===== src/hw/rtl/ptt_pkg.sv =====
`timescale 1ns / 1ps

package ptt_pkg;

    localparam int unsigned WORD_W      = 32;
    localparam int unsigned DUR_W       = 15;
    localparam int unsigned HALF_W      = 16;
    localparam int unsigned DIV_W       = 8;
    localparam int unsigned MODE_W      = 3;
    localparam int unsigned CFG_INDEX_W = 2;
    localparam int unsigned CFG_DATA_W  = 8;

    typedef enum logic [MODE_W-1:0] {
        MODE_WRITE     = 3'd0,
        MODE_START     = 3'd1,
        MODE_TICK      = 3'd2,
        MODE_CLEAR_END = 3'd3,
        MODE_RESET_WP  = 3'd4
    } mode_t;

    typedef enum logic [CFG_INDEX_W-1:0] {
        CFG_CLOCK_DIVIDER   = 2'd0,
        CFG_IDLE_OUT_ENABLE = 2'd1,
        CFG_IDLE_LEVEL      = 2'd2
    } cfg_index_t;

    localparam logic [DIV_W-1:0] DIVIDER_RESET = 8'd1;

endpackage


===== src/hw/rtl/pulse_train_transmitter.sv =====
`timescale 1ns / 1ps

// Pulse-train transmitter.
// Input channel (in_valid/in_ready, mode, item_word): one command per transaction:
// write an item word, start, source tick, clear the end flag, or rewind the write pointer.
// Output channel (out_valid/out_ready): one result per command, carrying the pin level,
// the sticky end flag, busy, and whether that command's item write was dropped.
// Configuration channel (cfg_valid/cfg_ready, cfg_index, cfg_data) is always ready. The
// user must write it only while the block is idle; the block does not enforce this.
// The result of an accepted command is registered and valid in the cycle after it is accepted.
// Throughput is one command per cycle while results are taken; the result registers
// double as the block state, and the item memory has one registered read port that
// prefetches the next word while the current word plays out of a local register.
// When the receiver stalls, in_ready drops until the pending result is taken.
// Reset clears all control state and loads the configuration defaults; the item memory
// is not cleared and needs no clearing pass.
module pulse_train_transmitter
    import ptt_pkg::*;
#(
    parameter int unsigned MEMORY_WORDS = 64
) (
    input  logic                   clk,
    input  logic                   rst_n,
    input  logic                   in_valid,
    output logic                   in_ready,
    input  logic [MODE_W-1:0]      mode,
    input  logic [WORD_W-1:0]      item_word,
    output logic                   out_valid,
    input  logic                   out_ready,
    output logic                   pin_level,
    output logic                   tx_end,
    output logic                   busy_res,
    output logic                   write_overflow,
    input  logic                   cfg_valid,
    output logic                   cfg_ready,
    input  logic [CFG_INDEX_W-1:0] cfg_index,
    input  logic [CFG_DATA_W-1:0]  cfg_data
);

    localparam int unsigned AW = $clog2(MEMORY_WORDS);
    localparam int unsigned PW = $clog2(MEMORY_WORDS + 1);
    localparam logic [PW-1:0] WORDS_P = PW'(MEMORY_WORDS);
    localparam logic [PW-1:0] LAST_P  = PW'(MEMORY_WORDS - 1);

    logic              out_valid_reg, out_valid_next;
    logic [PW-1:0]     wp_reg, wp_next;
    logic [PW-1:0]     rp_reg, rp_next;
    logic              second_half_reg, second_half_next;
    logic [DIV_W-1:0]  prescale_reg, prescale_next;
    logic [DUR_W-1:0]  duration_reg, duration_next;
    logic              running_reg, running_next;
    logic              end_flag_reg, end_flag_next;
    logic              level_reg, level_next;
    logic              ovf_reg, ovf_next;
    logic [WORD_W-1:0] cur_word_reg, cur_word_next;
    logic [WORD_W-1:0] word0_reg, word0_next;
    logic [DIV_W-1:0]  divider_reg;
    logic              idle_en_reg;
    logic              idle_level_reg;

    logic              in_accept;
    logic [DIV_W-1:0]  div_eff;
    logic [DIV_W-1:0]  prescale_inc;
    logic [DUR_W-1:0]  duration_inc;
    logic [DUR_W-1:0]  cur_dur;
    logic              enter_req;
    logic [HALF_W-1:0] enter_half;
    logic              finish_req;

    logic              ram_wr_en;
    logic              ram_rd_en;
    logic [AW-1:0]     ram_rd_addr;
    logic [WORD_W-1:0] ram_rd_data;

    assign in_ready  = !out_valid_reg || out_ready;
    assign in_accept = in_valid && in_ready;
    assign out_valid = out_valid_reg;
    assign cfg_ready = 1'b1;

    assign pin_level      = level_reg;
    assign tx_end         = end_flag_reg;
    assign busy_res       = running_reg;
    assign write_overflow = ovf_reg;

    assign div_eff      = (divider_reg == '0) ? DIVIDER_RESET : divider_reg;
    assign prescale_inc = prescale_reg + DIV_W'(1);
    assign duration_inc = duration_reg + DUR_W'(1);
    assign cur_dur      = second_half_reg ? cur_word_reg[HALF_W+DUR_W-1:HALF_W]
                                          : cur_word_reg[DUR_W-1:0];

    // Writes are dropped while running, so the memory is never read and written in the
    // same transmission. The word after the current one is prefetched on start and on
    // every advance to a word before the last; at least two ticks pass before it is needed.
    always_comb
    begin
        out_valid_next   = out_valid_reg;
        wp_next          = wp_reg;
        rp_next          = rp_reg;
        second_half_next = second_half_reg;
        prescale_next    = prescale_reg;
        duration_next    = duration_reg;
        running_next     = running_reg;
        end_flag_next    = end_flag_reg;
        level_next       = level_reg;
        ovf_next         = ovf_reg;
        cur_word_next    = cur_word_reg;
        word0_next       = word0_reg;
        enter_req        = 1'b0;
        enter_half       = '0;
        finish_req       = 1'b0;
        ram_wr_en        = 1'b0;
        ram_rd_en        = 1'b0;
        ram_rd_addr      = '0;

        if (in_accept)
        begin
            out_valid_next = 1'b1;
        end
        else if (out_ready)
        begin
            out_valid_next = 1'b0;
        end

        if (in_accept)
        begin
            ovf_next = 1'b0;
            unique case (mode)
                MODE_WRITE:
                begin
                    if (running_reg || wp_reg >= WORDS_P)
                    begin
                        ovf_next = 1'b1;
                    end
                    else
                    begin
                        ram_wr_en = 1'b1;
                        wp_next   = wp_reg + PW'(1);
                        if (wp_reg == '0)
                        begin
                            word0_next = item_word;
                        end
                    end
                end
                MODE_START:
                begin
                    rp_next          = '0;
                    second_half_next = 1'b0;
                    prescale_next    = '0;
                    running_next     = 1'b1;
                    cur_word_next    = word0_reg;
                    enter_req        = 1'b1;
                    enter_half       = word0_reg[HALF_W-1:0];
                    ram_rd_en        = 1'b1;
                    ram_rd_addr      = AW'(1);
                end
                MODE_TICK:
                begin
                    if (running_reg)
                    begin
                        if (prescale_inc < div_eff)
                        begin
                            prescale_next = prescale_inc;
                        end
                        else
                        begin
                            prescale_next = '0;
                            duration_next = duration_inc;
                            if (duration_inc >= cur_dur)
                            begin
                                if (!second_half_reg)
                                begin
                                    second_half_next = 1'b1;
                                    enter_req        = 1'b1;
                                    enter_half       = cur_word_reg[WORD_W-1:HALF_W];
                                end
                                else
                                begin
                                    second_half_next = 1'b0;
                                    rp_next          = rp_reg + PW'(1);
                                    if (rp_next >= WORDS_P)
                                    begin
                                        finish_req = 1'b1;
                                    end
                                    else
                                    begin
                                        cur_word_next = ram_rd_data;
                                        enter_req     = 1'b1;
                                        enter_half    = ram_rd_data[HALF_W-1:0];
                                        if (rp_next < LAST_P)
                                        begin
                                            ram_rd_en   = 1'b1;
                                            ram_rd_addr = AW'(rp_next + PW'(1));
                                        end
                                    end
                                end
                            end
                        end
                    end
                end
                MODE_CLEAR_END:
                begin
                    end_flag_next = 1'b0;
                end
                MODE_RESET_WP:
                begin
                    wp_next = '0;
                end
                default:
                begin
                end
            endcase
        end

        if (enter_req)
        begin
            if (enter_half[DUR_W-1:0] == '0)
            begin
                finish_req = 1'b1;
            end
            else
            begin
                level_next    = enter_half[HALF_W-1];
                duration_next = '0;
            end
        end

        if (finish_req)
        begin
            running_next  = 1'b0;
            end_flag_next = 1'b1;
            prescale_next = '0;
            duration_next = '0;
            if (idle_en_reg)
            begin
                level_next = idle_level_reg;
            end
        end
    end

    always_ff @(posedge clk or negedge rst_n)
    begin
        if (!rst_n)
        begin
            out_valid_reg   <= 1'b0;
            wp_reg          <= '0;
            rp_reg          <= '0;
            second_half_reg <= 1'b0;
            prescale_reg    <= '0;
            duration_reg    <= '0;
            running_reg     <= 1'b0;
            end_flag_reg    <= 1'b0;
            level_reg       <= 1'b0;
            ovf_reg         <= 1'b0;
            divider_reg     <= DIVIDER_RESET;
            idle_en_reg     <= 1'b1;
            idle_level_reg  <= 1'b0;
        end
        else
        begin
            out_valid_reg   <= out_valid_next;
            wp_reg          <= wp_next;
            rp_reg          <= rp_next;
            second_half_reg <= second_half_next;
            prescale_reg    <= prescale_next;
            duration_reg    <= duration_next;
            running_reg     <= running_next;
            end_flag_reg    <= end_flag_next;
            level_reg       <= level_next;
            ovf_reg         <= ovf_next;
            if (cfg_valid)
            begin
                unique case (cfg_index)
                    CFG_CLOCK_DIVIDER:   divider_reg    <= cfg_data;
                    CFG_IDLE_OUT_ENABLE: idle_en_reg    <= cfg_data[0];
                    CFG_IDLE_LEVEL:      idle_level_reg <= cfg_data[0];
                    default:
                    begin
                    end
                endcase
            end
        end
    end

    always_ff @(posedge clk)
    begin
        cur_word_reg <= cur_word_next;
        word0_reg    <= word0_next;
    end

    ptt_ram #(
        .WIDTH(WORD_W),
        .DEPTH(MEMORY_WORDS)
    ) u_item_ram (
        .clk    (clk),
        .wr_en  (ram_wr_en),
        .wr_addr(wp_reg[AW-1:0]),
        .wr_data(item_word),
        .rd_en  (ram_rd_en),
        .rd_addr(ram_rd_addr),
        .rd_data(ram_rd_data)
    );

endmodule


===== src/hw/rtl/ptt_ram.sv =====
`timescale 1ns / 1ps

module ptt_ram #(
    parameter int unsigned WIDTH = 32,
    parameter int unsigned DEPTH = 64
) (
    input  logic                     clk,
    input  logic                     wr_en,
    input  logic [$clog2(DEPTH)-1:0] wr_addr,
    input  logic [WIDTH-1:0]         wr_data,
    input  logic                     rd_en,
    input  logic [$clog2(DEPTH)-1:0] rd_addr,
    output logic [WIDTH-1:0]         rd_data
);

    logic [WIDTH-1:0] mem_reg [DEPTH];
    logic [WIDTH-1:0] rd_data_reg;

    always_ff @(posedge clk)
    begin
        if (wr_en)
        begin
            mem_reg[wr_addr] <= wr_data;
        end
        if (rd_en)
        begin
            rd_data_reg <= mem_reg[rd_addr];
        end
    end

    assign rd_data = rd_data_reg;

endmodule


===== config.mk =====
export PLATFORM = sky130hd
export DESIGN_NAME = pulse_train_transmitter
export DESIGN_NICKNAME = d
export VERILOG_FILES = /design/src/hw/rtl/ptt_pkg.sv /design/src/hw/rtl/pulse_train_transmitter.sv /design/src/hw/rtl/ptt_ram.sv
export SDC_FILE = /design/constraint.sdc
export NUM_CORES = 2
export LEC_CHECK = 0
export BUFFER_PORTS_ARGS = -buffer_cell sky130_fd_sc_hd__buf_2
export CELL_PAD_IN_SITES_DETAIL_PLACEMENT = 1
export CELL_PAD_IN_SITES_GLOBAL_PLACEMENT = 1
export CORE_MARGIN = 2
export CORE_UTILIZATION = 39
export DETAILED_ROUTE_END_ITERATION = 10
export PLACE_DENSITY = 0.61
export RECOVER_POWER = 50
export SYNTH_ARGS = -nofsm -noshare
export SYNTH_HDL_FRONTEND = slang
export SYNTH_SLANG_ARGS = --single-unit
export TNS_END_PERCENT = 100

===== constraint.sdc =====
create_clock -name clk -period 9.32 [get_ports clk]
set_input_delay 0.932 -clock clk [delete_from_list [all_inputs] [get_ports clk]]
set_output_delay 0.932 -clock clk [all_outputs]
set_load 0.01 [all_outputs]

==> results.yml <==
floorplan:
  num_io_pins: 57
  core_area_um2: 220200
  rows: 172
  dieArea_um2: 225700
  die_height_um: 475.1
  die_w_um: 475.1
  initial_core_util: 0.3932
worst_hold_path:
  hold_path_class: "primary input to flip-flop"
  hp-start: "cfg_data[3]"
place:
  placed_cells: 8765
  place_ws_ps: 2181
  gp_congestion: 0.8171
  post_dp_cell_area_um2: 91010
  post-dp-hpwl_um: 145300
  io_buffers: 55
logic_synthesis:
  synth_top_cell_by_area: "edfxtp_1"
  synth-async-reset-ratio: 0.02413
  synthCells: 5950
  syn-num-nets: 6028
  yosysSeqAreaShare: 0.7588
  syn_area_per_cell_um2: 14.55
  synth_edf_count: 2143
  yosysTopAreaCellShare: 0.7434
  synth-seq-cells: 2196
  synthFlopType: "edfxtp_1"
  netlist_area_um2: 86560
  synth_area_leaders: "edfxtp_1 (74%), nand2_1 (5.7%), mux2i_1 (5.3%), nand3_1 (2.4%), a21oi_1 (1.6%)"
  yosys_warnings: 0
  ys_types: 58
worst_setup_path:
  cpPeakStageDelay_ps: 840
  crit_path_start_kind: "flip-flop"
  crit_chain: "ha_1, nand3_1, nor2_1, and3_1, and3_1, nand3_1, inv_1, nand3_1, xnor2_1, ha_1, nand2_1, nor2_1, nand3_1, o21ai_1, and3_4, nand2_8, buf_12, o221ai_1, a31oi_1, o22ai_1, or3_1"
  cp.arrival_ps: 8020
  timing.rr.start: "duration_reg[0]"
  endpoint_kind: "flip-flop"
  cp_slowest_cell: "o22ai_1"
  cp_max_fo: 89
  crit_top_cell: "nand3_1"
  crit_required_ps: 10060
  cp-startpoint: "duration_reg[0]"
  critPathKind: "flip-flop to flip-flop"
final_layout:
  syn_to_final_growth_pct: 13.42
  largest_register_ffs: 2048
  fin_cells: 9197
  layout-drive-gt1-share: 0.09706
  design_area_um2: 98180
  final_common_cell: "edfxtp_1"
  layout_common_cells: "edfxtp_1 (2,143), nand2_1 (1,315), mux2i_1 (462), nand3_1 (405), a21oi_1 (276)"
  fin_nets: 6114
global_route:
  first_global_vias: 54063
  grt-ovfl-total: 0
  grtUsageTotal: 0.2401
  grt_pass1_wl_um: 391300
  grt_max_degree: 136
  antenna_found_initial: 21
timing:
  layout_setup_ws_ps: 2044
  min_period_ps: 7276
  slew_headroom: -1.538
  slew_viol_final: 2204
  min_period_over_period: 0.7807
  rsz0062_at_grt: "false"
  hold_ws_ps: 263.4
  worstMarginPinSlew_ps: 3806
  fmax_ghz: 0.1374
  timing.final.hold_violations: 0
  skew_ps: 40.08
  final-setup-viol-count: 0
  fin_setup_tns_ps: 0
pwr:
  power_leakage_nw: 34.11
  power.density_nw_per_um2: 207.4
  vdd_drop_max_mv: 0.1565
detailed_routing:
  dr_total_vias: 53242
  routed_via_density: 5.789
  drt-total-wl_um: 273500
  drt_iter0_drc: 5608
  drc: 0
  antenna_left: 0
  drt-wirelength-per-cell_um: 29.74
  first_pass_iters: 5
clocking:
  cts_setup_buffers: 0
  cts_tree: "yes"
  cts_hold_buf: 0
  cts_buffers: 227
  cts.sinks: 2196
  htree_levels: 4
  ctsResizeCount: 0
  clockRootBuffer: "clkbuf_16"
  clk_path_buf_depth: 3
  path_clk_slew_ps: 60
  worstSkewPairLatency_ps: 880
flow_run:
  drv_cap: 34
run_status:
  violations: "max-capacitance violations, max-slew violations"
  outcome: "finished with violations"
## final timing paths
check / end / slack, ps / cells past startpoint
setup / recovery: u_item_ram.rd_data[5] / 2040 / 21
hold / removal: divider_reg[3] / 260 / 3
setup reg to reg: u_item_ram.rd_data[5] / 2040 / 21
hold reg to reg: rp_reg[6] / 500 / 2
max in group asynchronous: out_valid / 5880 / 2
min in group asynchronous: divider_reg[2] / 1370 / 2
## area by class of cell
| class | count | area (µm²) |
|---|---|---|
| Multi-Input combinational cell | 3364 | 19760 |
| Clock buffer | 276 | 5896 |
| Inverter | 15 | 56.30 |
| Tap cell | 2958 | 3701 |
| Timing Repair Buffer | 232 | 1662 |
| Clock inverter | 150 | 1414 |
| Sequential cell | 2196 | 65680 |
| Fill cell | 21674 | 122000 |
| Antenna cell | 6 | 15.01 |
## through the flow
| stage | power (mW) | utilization |
|---|---|---|
| final | 20.36 | 0.4460 |
| after floorplan | 11.25 | - |
| after CTS | 20.49 | 0.4466 |
| after global placement | 11.52 | 0.4134 |
| after detailed placement | 11.54 | 0.4134 |
| after global routing | 20.89 | 0.4459 |
## Yosys cell counts (11+ instances only)
cell      number
a21oi_1      277
a31oi_1      130
and3_1        11
buf_1         23
buf_2        114
buf_4         11
buf_6         12
clkbuf_1     214
dfrtp_1       51
edfxtp_1    2143
ha_1          28
inv_1         15
mux2i_1      462
nand2_1     1316
nand3_1      407
nor2_1       118
nor3_1        36
nor4_1        43
o21ai_0       30
o221ai_1      96
o22ai_1      159
o41ai_1       97
or3_1         37
xnor2_1       19
xor2_1        21
## layer usage
layer | GRT usage | wire (µm) | up-vias
met5 | 0 | 40 | -
met4 | 0.06041 | 6687 | 6
met3 | 0.03798 | 18660 | 403
met2 | 0.3896 | 128800 | 1874
met1 | 0.3373 | 119400 | 28193
li1 | - | - | 22766
## logic make-up (layout without fill, tap and decap cells)
group           count (synthesis)  after routing  share of synthesized area
xor+xnor                       40             40                   0.004047
mux                           466            466                    0.05394
simple gates                 2012           2012                    0.09842
fa+ha+maj                      28             28                   0.004047
other cells                     1              7                 0.00004332
compound gates                817            817                    0.06064
flops                        2196           2196                     0.7588
buf+inv                       390            673                    0.02009
## worst max-delay path, delay by kind of cell, from the launching register on
family	cells	cell delay (ps)
and+or+nand+nor	12	3270
AOI/OAI and AO/OA	4	1970
buffers and inverters	2	620
adders and majority gates	2	540
DFF	1	420
xor gates and xnor gates	1	170
## where the power goes
group | switching (mW) | total (mW) | internal [mW]
sequential | 0.0331 | 10.9 | 10.9
clock | 3.91 | 9.01 | 5.11
combinational | 0.337 | 0.424 | 0.0869
total | 4.28 | 20.4 | 16.1
No activity file was read; power rests on OpenSTA's default activity.
